<file path="src/sv/ir_pulse_distance_frame_decoder_macros.svh">
// assertion macros used by the ir pulse-distance frame decoder rtl
`ifndef IR_PULSE_DISTANCE_FRAME_DECODER_MACROS_SVH
`define IR_PULSE_DISTANCE_FRAME_DECODER_MACROS_SVH

// same-cycle implication, sampled on clk, off while rst_n is low
`define IPDFD_ASSERT_IMP(lbl, ante, cons, msg) \
    lbl: assert property (@(posedge clk) disable iff (!rst_n) (ante) |-> (cons)) \
        else $error(msg);

// next-cycle implication, sampled on clk, off while rst_n is low
`define IPDFD_ASSERT_NXT(lbl, ante, cons, msg) \
    lbl: assert property (@(posedge clk) disable iff (!rst_n) (ante) |=> (cons)) \
        else $error(msg);

`endif

</file>
<file path="src/sv/ipdfd_pkg.sv">
// shared types, constants and helper functions of the ir pulse-distance frame decoder
`timescale 1ns / 1ps
package ipdfd_pkg;

    // field and register widths
    localparam int DUR_W      = 16;
    localparam int TOL_W      = 6;
    localparam int EXC_W      = 8;
    localparam int PSEQ_W     = 8;
    localparam int CFG_DATA_W = 8;
    localparam int CFG_ADDR_W = 2;
    localparam int WORD_CNT_W = 8;
    localparam int KIND_W     = 2;
    localparam int ERR_W      = 3;

    // default parameter values
    localparam int DEF_WORD_BITS   = 32;
    localparam int DEF_SEQ_BITS    = 8;
    localparam int DEF_MAX_ENTRIES = 528;

    // register reset values
    localparam logic [TOL_W-1:0]  TOL_RESET  = 6'd25;
    localparam logic [EXC_W-1:0]  EXC_RESET  = 8'd100;
    localparam logic [PSEQ_W-1:0] PSEQ_RESET = 8'd0;

    // window arithmetic
    localparam int NOM_W     = 13;
    localparam int WIN_W     = 13;
    localparam int FAC_W     = 8;
    localparam int PROD_W    = 21;
    localparam int RECIP_W   = 21;
    localparam int DIV_SHIFT = 27;
    localparam int NUM_WIN   = 7;
    localparam int STEP_W    = 4;
    localparam int NUM_STEPS = 2 * NUM_WIN;

    localparam logic [FAC_W-1:0]   PCT_FULL  = 8'd100;
    // ceil(2^27 / 100), exact floor division for products below 2^20
    localparam logic [RECIP_W-1:0] RECIP_100 = 21'd1342178;

    // nominal durations in microseconds
    localparam logic [NOM_W-1:0] HDR_US        = 13'd4500;
    localparam logic [NOM_W-1:0] BIT_MARK_US   = 13'd579;
    localparam logic [NOM_W-1:0] ONE_SPACE_US  = 13'd1684;
    localparam logic [NOM_W-1:0] ZERO_SPACE_US = 13'd579;
    localparam logic [NOM_W-1:0] TRL_US        = 13'd3000;

    typedef enum logic [CFG_ADDR_W-1:0] {
        CFG_TOL      = 2'd0,
        CFG_EXCESS   = 2'd1,
        CFG_PREV_SEQ = 2'd2
    } cfg_idx_t;

    typedef enum logic [2:0] {
        PH_IDLE      = 3'd0,
        PH_HDR_MARK  = 3'd1,
        PH_HDR_SPACE = 3'd2,
        PH_SEQ       = 3'd3,
        PH_BITS      = 3'd4,
        PH_TRL_SPACE = 3'd5
    } phase_t;

    typedef enum logic [KIND_W-1:0] {
        KIND_SEQ  = 2'd0,
        KIND_WORD = 2'd1,
        KIND_DONE = 2'd2,
        KIND_ERR  = 2'd3
    } kind_t;

    typedef enum logic [ERR_W-1:0] {
        ERR_HDR_MARK  = 3'd0,
        ERR_HDR_SPACE = 3'd1,
        ERR_BIT_MARK  = 3'd2,
        ERR_BIT_SPACE = 3'd3,
        ERR_STALE_SEQ = 3'd4,
        ERR_TRAILER   = 3'd5,
        ERR_OVERLONG  = 3'd6
    } err_t;

    typedef enum logic [2:0] {
        W_HDR_MARK   = 3'd0,
        W_HDR_SPACE  = 3'd1,
        W_BIT_MARK   = 3'd2,
        W_TRL_MARK   = 3'd3,
        W_TRL_SPACE  = 3'd4,
        W_ONE_SPACE  = 3'd5,
        W_ZERO_SPACE = 3'd6
    } win_id_t;

    typedef struct packed {
        logic [WIN_W-1:0] lo;
        logic [WIN_W-1:0] hi;
    } win_t;

    typedef struct packed {
        logic [DUR_W-1:0] duration_us;
        logic             frame_start;
    } item_t;

    function automatic logic [NOM_W-1:0] win_nominal(input win_id_t id);
        logic [NOM_W-1:0] nom;
        case (id)
            W_HDR_MARK, W_HDR_SPACE:   nom = HDR_US;
            W_BIT_MARK:                nom = BIT_MARK_US;
            W_TRL_MARK, W_TRL_SPACE:   nom = TRL_US;
            W_ONE_SPACE:               nom = ONE_SPACE_US;
            W_ZERO_SPACE:              nom = ZERO_SPACE_US;
            default:                   nom = HDR_US;
        endcase
        return nom;
    endfunction

    function automatic logic win_is_mark(input win_id_t id);
        logic mark;
        case (id)
            W_HDR_MARK, W_BIT_MARK, W_TRL_MARK: mark = 1'b1;
            default:                            mark = 1'b0;
        endcase
        return mark;
    endfunction

    // inclusive window test
    function automatic logic in_win(input logic [DUR_W-1:0] d, input win_t w);
        return (d >= DUR_W'(w.lo)) && (d <= DUR_W'(w.hi));
    endfunction

endpackage

</file>
<file path="src/sv/ir_pulse_distance_frame_decoder.sv">
// top level of the ir pulse-distance frame decoder: config registers, input register, core
//
//  channel  | handshake              | payload
//  ---------+------------------------+-----------------------------------------------
//  in       | in_valid / in_ready    | duration_us, frame_start
//  out      | out_valid / out_ready  | kind, seq_value, duplicate, word_value,
//           |                        | word_index, error_code
//  cfg      | cfg_we (no wait)       | cfg_addr, cfg_data
//
//  one duration per cycle sustained while results are taken; a result is registered first in the
//  input register, then in the core's result register
//  after reset, and after a write of tolerance_pct or mark_excess_us, in_ready stays low
//  while the window unit walks its 14 bounds through its two multiply stages
//  a held result stalls input only when the input register is also full
`timescale 1ns / 1ps
module ir_pulse_distance_frame_decoder import ipdfd_pkg::*;
#(
    parameter int WORD_BITS   = DEF_WORD_BITS,
    parameter int SEQ_BITS    = DEF_SEQ_BITS,
    parameter int MAX_ENTRIES = DEF_MAX_ENTRIES
)
(
    input  logic                   clk,
    input  logic                   rst_n,
    // input channel
    input  logic                   in_valid,
    output logic                   in_ready,
    input  logic [DUR_W-1:0]       duration_us,
    input  logic                   frame_start,
    // result channel
    output logic                   out_valid,
    input  logic                   out_ready,
    output logic [KIND_W-1:0]      kind,
    output logic [SEQ_BITS-1:0]    seq_value,
    output logic                   duplicate,
    output logic [WORD_BITS-1:0]   word_value,
    output logic [WORD_CNT_W-1:0]  word_index,
    output logic [ERR_W-1:0]       error_code,
    // configuration write port
    input  logic                   cfg_we,
    input  logic [CFG_ADDR_W-1:0]  cfg_addr,
    input  logic [CFG_DATA_W-1:0]  cfg_data
);

    // configuration registers
    logic [TOL_W-1:0]    tol_reg, tol_next;
    logic [EXC_W-1:0]    excess_reg, excess_next;
    logic [PSEQ_W-1:0]   prev_seq_reg, prev_seq_next;
    logic                retune;

    // input register
    logic                s1_valid_reg, s1_valid_next;
    item_t               s1_item_reg;
    logic                in_xfer;

    // links to the submodules
    win_t [NUM_WIN-1:0]  wins;
    logic                win_ready;
    logic                slot_free;

    // register writes; index 3 lands nowhere
    always_comb
    begin
        tol_next      = tol_reg;
        excess_next   = excess_reg;
        prev_seq_next = prev_seq_reg;
        if (cfg_we)
        begin
            case (cfg_idx_t'(cfg_addr))
                CFG_TOL:      tol_next      = cfg_data[TOL_W-1:0];
                CFG_EXCESS:   excess_next   = cfg_data[EXC_W-1:0];
                CFG_PREV_SEQ: prev_seq_next = cfg_data[PSEQ_W-1:0];
                default:      tol_next      = tol_reg;
            endcase
        end
    end

    // only the window inputs force a recompute
    assign retune = cfg_we && ((cfg_idx_t'(cfg_addr) == CFG_TOL) ||
                               (cfg_idx_t'(cfg_addr) == CFG_EXCESS));

    // the input register frees up when the core consumes it this cycle
    assign in_ready = win_ready && (!s1_valid_reg || slot_free);
    assign in_xfer  = in_valid && in_ready;

    always_comb
    begin
        if (in_xfer)
            s1_valid_next = 1'b1;
        else if (slot_free)
            s1_valid_next = 1'b0;
        else
            s1_valid_next = s1_valid_reg;
    end

    always_ff @(posedge clk or negedge rst_n)
    begin
        if (!rst_n)
        begin
            tol_reg      <= TOL_RESET;
            excess_reg   <= EXC_RESET;
            prev_seq_reg <= PSEQ_RESET;
            s1_valid_reg <= 1'b0;
        end
        else
        begin
            tol_reg      <= tol_next;
            excess_reg   <= excess_next;
            prev_seq_reg <= prev_seq_next;
            s1_valid_reg <= s1_valid_next;
        end
    end

    always_ff @(posedge clk)
    begin
        if (in_xfer)
        begin
            s1_item_reg.duration_us <= duration_us;
            s1_item_reg.frame_start <= frame_start;
        end
    end

    // window bounds from tolerance and mark excess
    ipdfd_win_calc u_win_calc (
        .clk            (clk),
        .rst_n          (rst_n),
        .restart        (retune),
        .tolerance_pct  (tol_reg),
        .mark_excess_us (excess_reg),
        .wins           (wins),
        .ready          (win_ready)
    );

    // per-entry decode and result register
    ipdfd_frame_core #(
        .WORD_BITS   (WORD_BITS),
        .SEQ_BITS    (SEQ_BITS),
        .MAX_ENTRIES (MAX_ENTRIES)
    ) u_frame_core (
        .clk             (clk),
        .rst_n           (rst_n),
        .item_valid      (s1_valid_reg),
        .item            (s1_item_reg),
        .slot_free       (slot_free),
        .wins            (wins),
        .prev_seq_number (prev_seq_reg),
        .out_valid       (out_valid),
        .out_ready       (out_ready),
        .kind            (kind),
        .seq_value       (seq_value),
        .duplicate       (duplicate),
        .word_value      (word_value),
        .word_index      (word_index),
        .error_code      (error_code)
    );

endmodule

</file>
<file path="src/sv/ipdfd_win_calc.sv">
// duration window bounds, recomputed by a short multiply sequence after reset or a retune
`timescale 1ns / 1ps
module ipdfd_win_calc import ipdfd_pkg::*;
(
    input  logic                 clk,
    input  logic                 rst_n,
    input  logic                 restart,
    input  logic [TOL_W-1:0]     tolerance_pct,
    input  logic [EXC_W-1:0]     mark_excess_us,
    output win_t [NUM_WIN-1:0]   wins,
    output logic                 ready
);

    logic                        busy_reg, busy_next;
    logic [STEP_W-1:0]           step_reg, step_next;
    logic                        prod_valid_reg, prod_valid_next;
    win_id_t                     prod_idx_reg, prod_idx_next;
    logic                        prod_hi_reg, prod_hi_next;
    logic [PROD_W-1:0]           prod_reg, prod_next;
    win_t [NUM_WIN-1:0]          wins_reg, wins_next;

    win_id_t                     step_id;
    logic [NOM_W-1:0]            nom;
    logic [NOM_W-1:0]            base;
    logic [FAC_W-1:0]            factor;
    logic [PROD_W+RECIP_W-1:0]   scaled;
    logic [WIN_W-1:0]            quot;

    // stage one: base times percent factor
    always_comb
    begin
        step_id = win_id_t'(step_reg[STEP_W-1:1]);
        nom     = win_nominal(step_id);
        base    = win_is_mark(step_id) ? nom + NOM_W'(mark_excess_us)
                                       : nom - NOM_W'(mark_excess_us);
        factor  = step_reg[0] ? PCT_FULL + FAC_W'(tolerance_pct)
                              : PCT_FULL - FAC_W'(tolerance_pct);
        prod_next     = PROD_W'(base) * PROD_W'(factor);
        prod_idx_next = step_id;
        prod_hi_next  = step_reg[0];
    end

    // sweep over all bounds
    always_comb
    begin
        busy_next       = busy_reg;
        step_next       = step_reg;
        prod_valid_next = busy_reg;
        if (busy_reg)
        begin
            step_next = step_reg + STEP_W'(1);
            if (step_reg == STEP_W'(NUM_STEPS - 1))
            begin
                busy_next = 1'b0;
                step_next = '0;
            end
        end
        if (restart)
        begin
            busy_next = 1'b1;
            step_next = '0;
        end
    end

    // stage two: divide by 100 through the reciprocal
    always_comb
    begin
        scaled    = (PROD_W + RECIP_W)'(prod_reg) * (PROD_W + RECIP_W)'(RECIP_100);
        quot      = WIN_W'(scaled >> DIV_SHIFT);
        wins_next = wins_reg;
        if (prod_valid_reg)
        begin
            if (prod_hi_reg)
                wins_next[prod_idx_reg].hi = quot + WIN_W'(1);
            else
                wins_next[prod_idx_reg].lo = quot;
        end
    end

    always_ff @(posedge clk or negedge rst_n)
    begin
        if (!rst_n)
        begin
            busy_reg       <= 1'b1;
            step_reg       <= '0;
            prod_valid_reg <= 1'b0;
        end
        else
        begin
            busy_reg       <= busy_next;
            step_reg       <= step_next;
            prod_valid_reg <= prod_valid_next;
        end
    end

    always_ff @(posedge clk)
    begin
        prod_reg     <= prod_next;
        prod_idx_reg <= prod_idx_next;
        prod_hi_reg  <= prod_hi_next;
        wins_reg     <= wins_next;
    end

    assign wins  = wins_reg;
    assign ready = !busy_reg && !prod_valid_reg;

endmodule

</file>
<file path="src/sv/ipdfd_frame_core.sv">
// frame state machine, bit assembly and result register
`include "ir_pulse_distance_frame_decoder_macros.svh"
`timescale 1ns / 1ps
module ipdfd_frame_core import ipdfd_pkg::*;
#(
    parameter int WORD_BITS   = DEF_WORD_BITS,
    parameter int SEQ_BITS    = DEF_SEQ_BITS,
    parameter int MAX_ENTRIES = DEF_MAX_ENTRIES
)
(
    input  logic                   clk,
    input  logic                   rst_n,
    input  logic                   item_valid,
    input  item_t                  item,
    output logic                   slot_free,
    input  win_t [NUM_WIN-1:0]     wins,
    input  logic [PSEQ_W-1:0]      prev_seq_number,
    output logic                   out_valid,
    input  logic                   out_ready,
    output logic [KIND_W-1:0]      kind,
    output logic [SEQ_BITS-1:0]    seq_value,
    output logic                   duplicate,
    output logic [WORD_BITS-1:0]   word_value,
    output logic [WORD_CNT_W-1:0]  word_index,
    output logic [ERR_W-1:0]       error_code
);

    localparam int MAX_BITS = (WORD_BITS > SEQ_BITS) ? WORD_BITS : SEQ_BITS;
    localparam int CNT_W    = $clog2(MAX_BITS + 1);
    localparam int ENT_W    = $clog2(MAX_ENTRIES + 1);

    phase_t                  phase_reg, phase_next;
    logic [ENT_W-1:0]        entry_count_reg, entry_count_next;
    logic                    expect_mark_reg, expect_mark_next;
    logic [SEQ_BITS-1:0]     seq_shift_reg, seq_shift_next;
    logic [WORD_BITS-1:0]    word_shift_reg, word_shift_next;
    logic [CNT_W-1:0]        bit_count_reg, bit_count_next;
    logic [WORD_CNT_W-1:0]   word_count_reg, word_count_next;

    logic                    out_valid_reg, out_valid_next;
    kind_t                   kind_reg, res_kind;
    logic [SEQ_BITS-1:0]     seq_value_reg, res_seq;
    logic                    duplicate_reg, res_dup;
    logic [WORD_BITS-1:0]    word_value_reg, res_word;
    logic [WORD_CNT_W-1:0]   word_index_reg, res_idx;
    err_t                    error_code_reg, res_err;
    logic                    res_valid;

    logic                    take;
    logic                    active;
    logic                    overlong;
    logic                    hit_hdr_mark, hit_hdr_space, hit_bit_mark;
    logic                    hit_trl_mark, hit_trl_space, hit_one, hit_zero;
    logic                    trl_hit;
    logic [CNT_W-1:0]        cnt_inc;
    logic                    seq_full, word_full;
    logic [SEQ_BITS-1:0]     seq_val;
    logic [WORD_BITS-1:0]    word_val;
    logic                    stale;
    logic                    fail;
    err_t                    fail_code;
    logic                    do_clear;

    assign slot_free = !out_valid_reg || out_ready;
    assign take      = item_valid && slot_free;
    assign active    = (phase_reg != PH_IDLE);
    assign overlong  = (entry_count_reg >= ENT_W'(MAX_ENTRIES));

    assign hit_hdr_mark  = in_win(item.duration_us, wins[W_HDR_MARK]);
    assign hit_hdr_space = in_win(item.duration_us, wins[W_HDR_SPACE]);
    assign hit_bit_mark  = in_win(item.duration_us, wins[W_BIT_MARK]);
    assign hit_trl_mark  = in_win(item.duration_us, wins[W_TRL_MARK]);
    assign hit_trl_space = in_win(item.duration_us, wins[W_TRL_SPACE]);
    assign hit_one       = in_win(item.duration_us, wins[W_ONE_SPACE]);
    assign hit_zero      = in_win(item.duration_us, wins[W_ZERO_SPACE]);

    // trailer mark is tried ahead of a bit mark in the payload
    assign trl_hit   = (phase_reg == PH_BITS) && expect_mark_reg && hit_trl_mark;
    assign cnt_inc   = bit_count_reg + CNT_W'(1);
    assign seq_full  = (cnt_inc >= CNT_W'(SEQ_BITS));
    assign word_full = (cnt_inc >= CNT_W'(WORD_BITS));
    // one wins when both space windows match
    assign seq_val   = seq_shift_reg | (SEQ_BITS'(hit_one) << bit_count_reg);
    assign word_val  = word_shift_reg | (WORD_BITS'(hit_one) << bit_count_reg);
    assign stale     = (PSEQ_W'(seq_val) < prev_seq_number);

    // error detection
    always_comb
    begin
        fail      = 1'b0;
        fail_code = ERR_HDR_MARK;
        if (take && !item.frame_start && active)
        begin
            if (overlong)
            begin
                fail      = 1'b1;
                fail_code = ERR_OVERLONG;
            end
            else
            begin
                case (phase_reg)
                    PH_HDR_MARK:
                    begin
                        fail      = !hit_hdr_mark;
                        fail_code = ERR_HDR_MARK;
                    end
                    PH_HDR_SPACE:
                    begin
                        fail      = !hit_hdr_space;
                        fail_code = ERR_HDR_SPACE;
                    end
                    PH_TRL_SPACE:
                    begin
                        fail      = !hit_trl_space;
                        fail_code = ERR_TRAILER;
                    end
                    PH_SEQ, PH_BITS:
                    begin
                        if (expect_mark_reg)
                        begin
                            fail      = !trl_hit && !hit_bit_mark;
                            fail_code = ERR_BIT_MARK;
                        end
                        else if (!hit_one && !hit_zero)
                        begin
                            fail      = 1'b1;
                            fail_code = ERR_BIT_SPACE;
                        end
                        else if ((phase_reg == PH_SEQ) && seq_full && stale)
                        begin
                            fail      = 1'b1;
                            fail_code = ERR_STALE_SEQ;
                        end
                    end
                    default:
                    begin
                        fail      = 1'b0;
                        fail_code = ERR_HDR_MARK;
                    end
                endcase
            end
        end
    end

    // next phase
    always_comb
    begin
        phase_next = phase_reg;
        if (take)
        begin
            if (item.frame_start)
                phase_next = PH_HDR_MARK;
            else if (fail)
                phase_next = PH_IDLE;
            else
            begin
                case (phase_reg)
                    PH_HDR_MARK:  phase_next = PH_HDR_SPACE;
                    PH_HDR_SPACE: phase_next = PH_SEQ;
                    PH_SEQ:
                    begin
                        if (!expect_mark_reg && seq_full)
                            phase_next = PH_BITS;
                    end
                    PH_BITS:
                    begin
                        if (trl_hit)
                            phase_next = PH_TRL_SPACE;
                    end
                    PH_TRL_SPACE: phase_next = PH_IDLE;
                    default:      phase_next = PH_IDLE;
                endcase
            end
        end
    end

    // frame data path and result
    always_comb
    begin
        entry_count_next = entry_count_reg;
        expect_mark_next = expect_mark_reg;
        seq_shift_next   = seq_shift_reg;
        word_shift_next  = word_shift_reg;
        bit_count_next   = bit_count_reg;
        word_count_next  = word_count_reg;
        do_clear         = 1'b0;
        res_valid        = 1'b0;
        res_kind         = KIND_SEQ;
        res_seq          = '0;
        res_dup          = 1'b0;
        res_word         = '0;
        res_idx          = '0;
        res_err          = ERR_HDR_MARK;
        if (take)
        begin
            if (item.frame_start)
                do_clear = 1'b1;
            else if (fail)
            begin
                do_clear  = 1'b1;
                res_valid = 1'b1;
                res_kind  = KIND_ERR;
                res_err   = fail_code;
                if (fail_code == ERR_STALE_SEQ)
                    res_seq = seq_val;
            end
            else if (active)
            begin
                entry_count_next = entry_count_reg + ENT_W'(1);
                case (phase_reg)
                    PH_HDR_SPACE:
                    begin
                        expect_mark_next = 1'b1;
                        bit_count_next   = '0;
                        seq_shift_next   = '0;
                    end
                    PH_TRL_SPACE:
                    begin
                        do_clear  = 1'b1;
                        res_valid = 1'b1;
                        res_kind  = KIND_DONE;
                        res_idx   = word_count_reg;
                    end
                    PH_SEQ:
                    begin
                        if (expect_mark_reg)
                            expect_mark_next = 1'b0;
                        else
                        begin
                            expect_mark_next = 1'b1;
                            seq_shift_next   = seq_val;
                            bit_count_next   = cnt_inc;
                            if (seq_full)
                            begin
                                bit_count_next  = '0;
                                word_shift_next = '0;
                                res_valid       = 1'b1;
                                res_kind        = KIND_SEQ;
                                res_seq         = seq_val;
                                res_dup         = (PSEQ_W'(seq_val) == prev_seq_number);
                            end
                        end
                    end
                    PH_BITS:
                    begin
                        if (expect_mark_reg)
                        begin
                            if (!trl_hit)
                                expect_mark_next = 1'b0;
                        end
                        else
                        begin
                            expect_mark_next = 1'b1;
                            word_shift_next  = word_val;
                            bit_count_next   = cnt_inc;
                            if (word_full)
                            begin
                                word_count_next = word_count_reg + WORD_CNT_W'(1);
                                word_shift_next = '0;
                                bit_count_next  = '0;
                                res_valid       = 1'b1;
                                res_kind        = KIND_WORD;
                                res_word        = word_val;
                                res_idx         = word_count_reg;
                            end
                        end
                    end
                    default:
                    begin
                        expect_mark_next = expect_mark_reg;
                    end
                endcase
            end
        end
        if (do_clear)
        begin
            entry_count_next = item.frame_start ? ENT_W'(1) : '0;
            expect_mark_next = 1'b1;
            seq_shift_next   = '0;
            word_shift_next  = '0;
            bit_count_next   = '0;
            word_count_next  = '0;
        end
    end

    // result register: loads on a processed item, drains on a transfer
    always_comb
    begin
        if (take)
            out_valid_next = res_valid;
        else if (out_ready)
            out_valid_next = 1'b0;
        else
            out_valid_next = out_valid_reg;
    end

    always_ff @(posedge clk or negedge rst_n)
    begin
        if (!rst_n)
        begin
            phase_reg       <= PH_IDLE;
            entry_count_reg <= '0;
            expect_mark_reg <= 1'b1;
            seq_shift_reg   <= '0;
            word_shift_reg  <= '0;
            bit_count_reg   <= '0;
            word_count_reg  <= '0;
            out_valid_reg   <= 1'b0;
        end
        else
        begin
            phase_reg       <= phase_next;
            entry_count_reg <= entry_count_next;
            expect_mark_reg <= expect_mark_next;
            seq_shift_reg   <= seq_shift_next;
            word_shift_reg  <= word_shift_next;
            bit_count_reg   <= bit_count_next;
            word_count_reg  <= word_count_next;
            out_valid_reg   <= out_valid_next;
        end
    end

    always_ff @(posedge clk)
    begin
        if (take && res_valid)
        begin
            kind_reg       <= res_kind;
            seq_value_reg  <= res_seq;
            duplicate_reg  <= res_dup;
            word_value_reg <= res_word;
            word_index_reg <= res_idx;
            error_code_reg <= res_err;
        end
    end

    assign out_valid  = out_valid_reg;
    assign kind       = kind_reg;
    assign seq_value  = seq_value_reg;
    assign duplicate  = duplicate_reg;
    assign word_value = word_value_reg;
    assign word_index = word_index_reg;
    assign error_code = error_code_reg;

    `IPDFD_ASSERT_IMP(ast_idle_clean, phase_reg == PH_IDLE, entry_count_reg == '0 && bit_count_reg == '0 && word_count_reg == '0 && expect_mark_reg, "idle with frame state left over")
    `IPDFD_ASSERT_IMP(ast_seq_count, phase_reg == PH_SEQ, bit_count_reg < CNT_W'(SEQ_BITS), "sequence bit count out of range")
    `IPDFD_ASSERT_IMP(ast_word_count, phase_reg == PH_BITS, bit_count_reg < CNT_W'(WORD_BITS), "payload bit count out of range")
    `IPDFD_ASSERT_NXT(ast_start_arms, take && item.frame_start, phase_reg == PH_HDR_MARK && entry_count_reg == ENT_W'(1), "frame start did not arm header")
    `IPDFD_ASSERT_NXT(ast_fail_idle, take && fail, phase_reg == PH_IDLE && out_valid_reg && kind_reg == KIND_ERR, "error did not report and return to idle")

endmodule
</file>
<file path="config.mk">
export PLATFORM = sky130hd
export DESIGN_NAME = ir_pulse_distance_frame_decoder
export DESIGN_NICKNAME = d
export VERILOG_FILES = /design/src/sv/ipdfd_pkg.sv /design/src/sv/ir_pulse_distance_frame_decoder.sv /design/src/sv/ipdfd_win_calc.sv /design/src/sv/ipdfd_frame_core.sv
export VERILOG_INCLUDE_DIRS = /design/src /design/src/sv
export SDC_FILE = /design/constraint.sdc
export NUM_CORES = 1
export LEC_CHECK = 0
export BUFFER_PORTS_ARGS = -buffer_cell sky130_fd_sc_hd__buf_2
export CORE_ASPECT_RATIO = 1.1
export CORE_UTILIZATION = 40
export DETAILED_ROUTE_END_ITERATION = 12
export PLACE_DENSITY = 0.6
export REMOVE_ABC_BUFFERS = 1
export SYNTH_ARGS = -nofsm -noshare
export SYNTH_HDL_FRONTEND = slang
export SYNTH_HIERARCHICAL = 1
export SYNTH_SLANG_ARGS = --single-unit
</file>
<file path="constraint.sdc">
create_clock -name clk -period 7.8 [get_ports clk]
set_input_delay 1.17 -clock clk [delete_from_list [all_inputs] [get_ports clk]]
set_output_delay 1.17 -clock clk [all_outputs]
set_load 0.03 [all_outputs]
</file>
==> impl_metrics.py <==
metrics = {
    "outcome": {
        "outcome": "finished clean",
    },
    "setup_path": {
        "rr_endpoint": "u_win_calc/wins[60]",
        "cp_slowest_cell": "a2111oi_0",
        "path_class": "flop to flop",
        "r2r_slack_ns": 0.25,
        "r2r_start": "u_win_calc/prod_reg[10]",
        "worst-path-buf-inv": 7,
        "required_ns": 8.10,
        "critPathCaptureType": "flop",
        "crit_fanout": 14,
        "rr_worst_depth": 25,
        "cp_data_arrival_time_ns": 7.85,
        "cp_top_family": "adder cells",
        "worst_path_most_repeated_cell": "fa_1",
        "crit_path_start_kind": "flop",
        "cpPeakStageDelay_ns": 0.74,
    },
    "global_routing": {
        "grt_pass1_vias": 22910,
        "grtUsageTotal_pct": 20.48,
        "antenna_found_initial": 4,
        "grt_pass1_wl_um": 127900,
        "gr-total-overflow": 0,
        "grt_max_degree": 64,
    },
    "floorplanning": {
        "die_h_um": 296.8,
        "dieArea_um2": 80120,
        "io-pin-count": 88,
        "coreArea_um2": 77780,
        "start_util_pct": 40.62,
        "rows": 107,
        "die_w_um": 270.0,
    },
    "synthesis": {
        "yosys_warnings": 6,
        "ys_ff_latch": 376,
        "synthArstFlopShare_pct": 26.06,
        "synth.most_common_cell": "inv_1",
        "synth_commonest_cells": "inv_1, ha_1, nor2_1, edfxtp_1, fa_1",
        "synth-main-ff-cell": "edfxtp_1",
        "synth_top_area_share_pct": 24.04,
        "synth_area_leaders": "edfxtp_1, ha_1, fa_1, dfrtp_1, inv_1",
        "synthesis.instances": 3154,
        "syn_area_per_cell_um2": 10.02,
        "synth_area_um2": 31600,
        "seq_area_frac_synth_pct": 33.42,
        "synth_edf_count": 253,
        "yosysTopAreaCell": "edfxtp_1",
        "synth_cell_types": 95,
    },
    "sta": {
        "holdWs_ns": 0.4650,
        "period_needed_ns": 7.554,
        "max_slew.worst_pin.slew_ns": 1.185,
        "fmax_ghz": 0.1324,
        "skew_ns": 0.02717,
        "period_share_pct": 96.85,
        "rsz0062_at_grt": "true",
        "tns_ns": 0,
        "hold_violations": 0,
        "setup_viol": 0,
        "slew_viol_final": 0,
        "slew_headroom_pct": 20.74,
    },
    "clock_tree": {
        "cts-root-buf": "clkbuf_16",
        "cts_htree_levels": 2,
        "clk_pin_slew_ns": 0.06,
        "cts_sinks": 376,
        "cts_tree": "built",
        "clk_path_buf_depth": 3,
        "postCtsHoldBufs": 0,
        "clock_latency_ns": 0.60,
        "cts_buffers": 44,
    },
    "min_path": {
        "hp-class": "flop to flop",
        "holdPathEnd": "u_win_calc/prod_valid_reg",
        "min_path_cells": 0,
        "worstHoldStart": "u_win_calc/busy_reg",
    },
    "detailed_routing": {
        "via_per_inst": 5.112,
        "antenna_left": 0,
        "dr.pass1.iters": 5,
        "drt-initial-drc-count": 1201,
        "vias": 22440,
        "drc": 0,
        "routed_wl_um": 80800,
        "wire_per_inst_um": 18.41,
    },
    "run": {
        "drv_cap": 0,
    },
    "cells_and_area": {
        "fill_cells": 7389,
        "drive_gt1_share_pct": 11.03,
        "syn_to_final_growth_pct": 11.64,
        "stdcell_area_um2": 35270,
        "largest_reg_flops": 182,
        "postLayoutCoreUtil_pct": 45.35,
        "nNetsFinal": 4047,
    },
    "place": {
        "place_area_um2": 33800,
        "dp_hpwl_um": 62920,
        "gp_congestion": 0.8699,
        "port_buffers": 87,
    },
}
## cell usage in the layout (no fill, tap or decap), drive strengths merged, types with 6 or more instances in the layout
cell / instances
or4: 12
o21bai: 10
a211oi: 26
o31ai: 6
nor4: 18
ha: 474
edfxtp: 253
mux2: 33
a21o: 30
xnor2: 46
xor2: 29
a2111oi: 7
nor3: 65
a31oi: 20
fa: 219
o21ai: 97
clkinv: 18
or2: 21
or3: 23
clkbuf: 56
nor2: 407
o2111ai: 6
inv: 595
and3: 22
nand2: 115
nor2b: 34
nand2b: 24
a21oi: 134
mux2i: 15
dfstp: 8
dfxtp: 25
o211ai: 9
buf: 184
o21a: 62
nand4: 29
nand3: 44
dfrtp: 90
nor3b: 9
and2: 18
a21boi: 7
## repair_timing
item,CTS,global route
buffers inserted,0,1
setup endpoints to repair,0,14
resized for setup,0,18
## per-stage QoR
step | instances | setup WS [ns]
final | 4389 | 0.2459
after global routing | 4389 | -0.01045
after CTS | 4387 | 0.02152
after detailed placement | 4310 | 0.04986
after global placement | 4310 | 0.1777
after floorplan | 3092 | 0.4533
## worst max-delay path by stage
| stage | end | depth (start not counted) | slack, ns | startpoint |
|---|---|---|---|---|
| floorplan | u_win_calc/wins[142] | 26 | 0.45 | u_win_calc/prod_reg[9] |
| global placement | u_win_calc/wins[115] | 24 | 0.18 | u_win_calc/prod_reg[5] |
| detailed placement | u_win_calc/wins[11] | 22 | 0.05 | u_win_calc/prod_reg[7] |
| CTS | u_win_calc/wins[11] | 22 | 0.02 | u_win_calc/prod_reg[7] |
| global route | u_win_calc/wins[115] | 25 | -0.01 | u_win_calc/prod_reg[5] |
| finish | u_win_calc/wins[60] | 25 | 0.25 | u_win_calc/prod_reg[10] |
## cell families after synthesis
| logic type | count (synthesis) | share of synthesized area, % |
|---|---|---|
| compound gates | 447 | 9.235 |
| xor+xnor | 75 | 2.103 |
| fa+ha+maj | 693 | 32.65 |
| buf+inv | 658 | 7.975 |
| flops | 376 | 33.42 |
| mux | 48 | 1.651 |
| simple gates | 857 | 12.97 |
## cell type report
cell class | count | area (um2) | area share [%]
Multi-Input combinational cell | 2120 | 18610 | 52.76
Sequential cell | 376 | 10560 | 29.94
Inverter | 596 | 2237 | 6.342
Timing Repair Buffer | 184 | 1191 | 3.377
Clock inverter | 21 | 177.7 | 0.5037
Tap cell | 1035 | 1295 | 3.671
Clock buffer | 56 | 1199 | 3.398
Antenna cell | 1 | 2.502 | 0.007094
## per-layer routing
layer	GRT usage (%)	wire (um)	vias to the layer above	part of all wire (%)
met5	0	8	-	0.0099
met4	7.495	3163	2	3.9
met3	2.943	3378	163	4.2
met2	35.58	39740	468	49
met1	25.71	34500	10890	43
li1	-	-	10910	-
Power is left out: the tool's default activity adds up to more than one toggle a clock period on the data nets, which glitch-free logic cannot reach.
